File: src/sv/lrs_pkg.sv
package lrs_pkg;

  localparam int unsigned COUNT_WIDTH_DEF = 32;
  localparam int unsigned FRAC_BITS_DEF   = 16;

  localparam int unsigned RTT_W   = 24;
  localparam int unsigned FIELD_W = 24;
  localparam int unsigned SEEN_W  = 32;
  localparam int unsigned M2_W    = 64;

  localparam logic [30:0] LN2_Q31   = 31'd1488522236;
  localparam logic [36:0] LN1E9_Q32 = 37'd89005749036;
  localparam int unsigned LOG2_FRAC = 28;

  // One classified sample handed from the front end to the math engine.
  typedef struct packed {
    logic              valid_sample;
    logic [RTT_W-1:0]  rtt;
  } lrs_cmd_t;

  typedef struct packed {
    logic signed [FIELD_W-1:0] mu;
    logic [FIELD_W-1:0]        sigma;
    logic [SEEN_W-1:0]         seen;
    logic                      pub;
  } lrs_res_t;

endpackage

File: src/sv/lrs_front.sv
module lrs_front (
  input  logic             clk_i,
  input  logic             rst_ni,
  input  logic             s_tvalid_i,
  output logic             s_tready_o,
  input  logic [23:0]      s_rtt_i,
  output lrs_pkg::lrs_cmd_t q_cmd_o,
  output logic             q_valid_o,
  input  logic             q_ready_i
);
  import lrs_pkg::*;

  // Two-entry queue between intake and the math engine.
  lrs_cmd_t  mem_q [2];
  logic      wp_q, wp_d, rp_q, rp_d;
  logic [1:0] cnt_q, cnt_d;
  logic      push, pop;

  assign s_tready_o = (cnt_q != 2'd2);
  assign push       = s_tvalid_i && s_tready_o;
  assign q_valid_o  = (cnt_q != 2'd0);
  assign pop        = q_valid_o && q_ready_i;
  assign q_cmd_o    = mem_q[rp_q];

  always_comb begin
    wp_d  = wp_q ^ push;
    rp_d  = rp_q ^ pop;
    cnt_d = cnt_q + {1'b0, push} - {1'b0, pop};
  end

  always_ff @(posedge clk_i or negedge rst_ni) begin
    if (!rst_ni) begin
      wp_q  <= 1'b0;
      rp_q  <= 1'b0;
      cnt_q <= 2'd0;
    end else begin
      wp_q  <= wp_d;
      rp_q  <= rp_d;
      cnt_q <= cnt_d;
    end
  end

  always_ff @(posedge clk_i) begin
    if (push) begin
      mem_q[wp_q].valid_sample <= (s_rtt_i != '0);
      mem_q[wp_q].rtt          <= s_rtt_i;
    end
  end
endmodule

File: config.mk
export PLATFORM = sky130hd
export DESIGN_NAME = lrs_front
export DESIGN_NICKNAME = d
export VERILOG_FILES = /design/src/sv/lrs_pkg.sv /design/src/sv/lrs_front.sv
export SDC_FILE = /design/constraint.sdc
export NUM_CORES = 1
export LEC_CHECK = 0
export ABC_AREA = 1
export BUFFER_PORTS_ARGS = -buffer_cell sky130_fd_sc_hd__buf_2
export CAP_MARGIN = 20
export CORE_MARGIN = 5
export CORE_UTILIZATION = 41
export CTS_BUF_LIST = sky130_fd_sc_hd__clkbuf_8
export DETAILED_ROUTE_END_ITERATION = 6
export PLACE_DENSITY = 0.68
export SLEW_MARGIN = 20
export SYNTH_ARGS = -nofsm -noshare
export SYNTH_HDL_FRONTEND = slang
export SYNTH_SLANG_ARGS = --single-unit
File: constraint.sdc
create_clock -name clk_i -period 2.9 [get_ports clk_i]
set_input_delay 0.145 -clock clk_i [delete_from_list [all_inputs] [get_ports clk_i]]
set_output_delay 0.145 -clock clk_i [all_outputs]
set_load 0.005 [all_outputs]
==> flow_summary.toml <==
[clock_tree]
post_cts.resized_instances = 0
clk_pin_slew_ns = 0.10
ctsLongestPathBuffers = 2
post_cts_hold_buffer_count = 1
numCtsBuffers = 5
tritoncts = "yes"
post_cts.repair.setup_buffers = 0
cts_root_buf = "sky130_fd_sc_hd__clkbuf_8"
clock_insertion_delay_worst_skew_ns = 0.31
ctsHtreeMaxLevel = 2
clkSinkCount = 54

[hold_path]
worst_hold_path_type = "input port to flip-flop"
worst_hold_path.endpoint = "mem_q[1][23]"
hold_path_startpoint = "s_rtt_i[23]"
min_delay_path_depth = 1

[run_status]
status = "complete, no violations"

[sta]
setup_violations = 0
clock.fmax_mhz = 556
totalNegativeSetupSlack_ns = 0
grt_setup_unrepaired = "false"
final_max_slew_viol_count = 0
skew_ns = 0.00623
worst_pin_slew_ns = 0.546
max_slew_margin = 0.636
timing.final.crit_share = 0.620
timing.final.hold_violations = 0
final.min_clock_period_ns = 1.80

[synthesis]
synth.cells.most_frequent = "88 x sky130_fd_sc_hd__nand2_1, 50 x sky130_fd_sc_hd__edfxtp_1, 17 x sky130_fd_sc_hd__nor2_1"
synth.ff_latch_count = 54
yosysSeqAreaShare = 0.741
postSynthCellCount = 184
yosysUniqueCellTypes = 17
yosysWarningCount = 0
synthesis.nets = 214
synth_area_leader_cell = "sky130_fd_sc_hd__edfxtp_1"
synth_area_leaders = "sky130_fd_sc_hd__edfxtp_1 69%, sky130_fd_sc_hd__nand2_1 15%, sky130_fd_sc_hd__dfrtp_1 4.6%, sky130_fd_sc_hd__nor2_1 3.0%, sky130_fd_sc_hd__buf_6 1.6%"
postSynth.asyncResetShare = 0.0741
postSynthAreaPerCell_um2 = 11.7
synth_edf_count = 50
postSynth.topFlopCell = "sky130_fd_sc_hd__edfxtp_1"
area_of_the_mapped_netlist_um2 = 2160
synth.top_cell.area_share = 0.695
synthMostInstantiatedCell = "sky130_fd_sc_hd__nand2_1"

[placed_design]
place_congestion = 0.705
dp_hpwl_um = 2770
port_buffers = 54

[global_routing]
grt_max_degree = 27
initial_antenna_violation_count = 1
grt_first_pass_wirelength_um = 6180
groute.usage.overall = 0.123
via_count_of_the_first_global_routing_pass = 1383
globalRouteOverflowTotal = 0

[floorplan]
fp.dieArea_um2 = 6820
core_area_um2 = 5110
die_h_um = 82.6
design.portCount = 55
floorplan.initialDensity = 0.423
floorplan.die.width_um = 82.6
fp-row-count = 26

[worst_setup_path]
worst-r2r-setup-slack_ns = 1.22
r2r-end = "mem_q[1][19]"
worstRegToRegCells = 4
setup_crit_start_kind = "flip-flop"
timing.critical_path.required_ns = 2.76
worstReg2RegStart = "cnt_q[1]"
cp_data_arrival_time_ns = 1.65
end_kind = "output port"
critPathKind = "flip-flop to output port"
critical_path.max_fanout = 26

[power_and_ir_drop]
pwr_density_cell_nw_per_um2 = 920
power_leakage_nw = 1.16
p_total_mw = 2.41
ir_worst_vdd_mv = 0.400

[detailed_routing]
vias = 1396
number_of_drc_violations_after_detailed_routing_iteration_0 = 54
detail_route.drc_violations = 0
drt.antenna.violating_nets = 0
routed_wirelength_um = 3910
drt_pre_antenna_iters = 4
wl_per_cell_um = 12.4
vias_per_cell = 4.43

[cells_and_area]
antenna_cells = 0
final_nets = 274
num-fill-cells = 486
drive_gt1_frac = 0.294
layout-area-overhead-vs-synth_pct = 21.3

[job]
drv.max_cap_violation_count = 0
## flip-flops by register name, summed over array words and instances, names as in the netlist
register	flops
cnt_q	2
wp_q	1
rp_q	1
mem_q	50
## metal layers
metal / share of wire / global-route usage / up-vias
met3: 0.056 / 0.0358 / 7
met4: 0.017 / 0.0441 / 2
met1: 0.40 / 0.141 / 643
met2: 0.53 / 0.217 / 32
li1: - / - / 712
met5: 0.0051 / 0 / -
## final cells by class
type / instances / area [µm²] / area share
timing repair buffer: 58 / 303 / 0.116
inverter: 10 / 40.0 / 0.0153
clock buffer: 5 / 68.8 / 0.0263
multi-input combinational: 115 / 475 / 0.181
sequential: 54 / 1600 / 0.611
tap: 70 / 87.6 / 0.0334
clock inverter: 3 / 43.8 / 0.0167
## where the power goes
| group | switching [mW] | internal [mW] |
|---|---|---|
| sequential | 0.0758 | 1.07 |
| combinational | 0.476 | 0.295 |
| clock | 0.237 | 0.259 |
| total | 0.789 | 1.62 |
## through the flow
| step | cell area, µm² | utilization | setup WS, ns | hold WS, ns | std cells |
|---|---|---|---|---|---|
| 2_1_floorplan | 2160 | - | 0.849 | -0.151 | 184 |
| 4_1_cts | 2620 | 0.513 | 1.05 | 0.0263 | 315 |
| 3_3_place_gp | 2500 | 0.489 | 1.23 | -0.0431 | 306 |
| 3_5_place_dp | 2500 | 0.489 | 1.19 | -0.0435 | 306 |
| 6_report | 2620 | 0.513 | 1.10 | 0.0372 | 315 |
| 5_1_grt | 2620 | 0.513 | 0.906 | 0.0254 | 315 |
## placed cells by master, fill, tap and decap left out
master and instances:
sky130_fd_sc_hd__buf_2 54, sky130_fd_sc_hd__buf_4 3, sky130_fd_sc_hd__bufinv_16 1, sky130_fd_sc_hd__clkbuf_8 5, sky130_fd_sc_hd__clkinv_2 1, sky130_fd_sc_hd__dfrtp_1 4, sky130_fd_sc_hd__dlygate4sd3_1 1, sky130_fd_sc_hd__edfxtp_1 50
sky130_fd_sc_hd__ha_1 2, sky130_fd_sc_hd__inv_1 8, sky130_fd_sc_hd__inv_2 1, sky130_fd_sc_hd__inv_4 1, sky130_fd_sc_hd__inv_6 1, sky130_fd_sc_hd__nand2_1 88, sky130_fd_sc_hd__nand2_2 2, sky130_fd_sc_hd__nand2_4 1
sky130_fd_sc_hd__nand3_1 2, sky130_fd_sc_hd__nor2_1 16, sky130_fd_sc_hd__nor2_2 2, sky130_fd_sc_hd__o21ai_1 1, sky130_fd_sc_hd__xor2_1 1
## critical path: stages, from the launching register on
cell and delay, ns:
sky130_fd_sc_hd__dfrtp_1 0.55, sky130_fd_sc_hd__buf_4 0.28, sky130_fd_sc_hd__inv_4 0.24, sky130_fd_sc_hd__nand2_1 0.09
sky130_fd_sc_hd__nand2_1 0.08, sky130_fd_sc_hd__buf_2 0.11
## logic make-up (layout without fill, tap and decap cells)
kind of cell	after synthesis	in the layout	share of synthesized area
adders and majority gates	2	2	0.0116
xor gates and xnor gates	1	1	0.00405
and+or+nand+nor	111	111	0.201
AOI/OAI and AO/OA	1	1	0.00231
buffers and inverters	15	76	0.0400
DFF	54	54	0.741
## how the worst max path moves through the flow
stage	from	end	slack, ns	depth (start not counted)
after floorplan	cnt_q[1]	mem_q[1][0]	0.85	3
after global placement	cnt_q[1]	mem_q[1][17]	1.23	4
after detailed placement	cnt_q[1]	mem_q[1][12]	1.19	4
after CTS	rp_q	q_cmd_o[1]	1.05	5
after global routing	rp_q	q_cmd_o[6]	0.91	5
final	rp_q	q_cmd_o[23]	1.10	5
(Power assumes the default switching activity.)
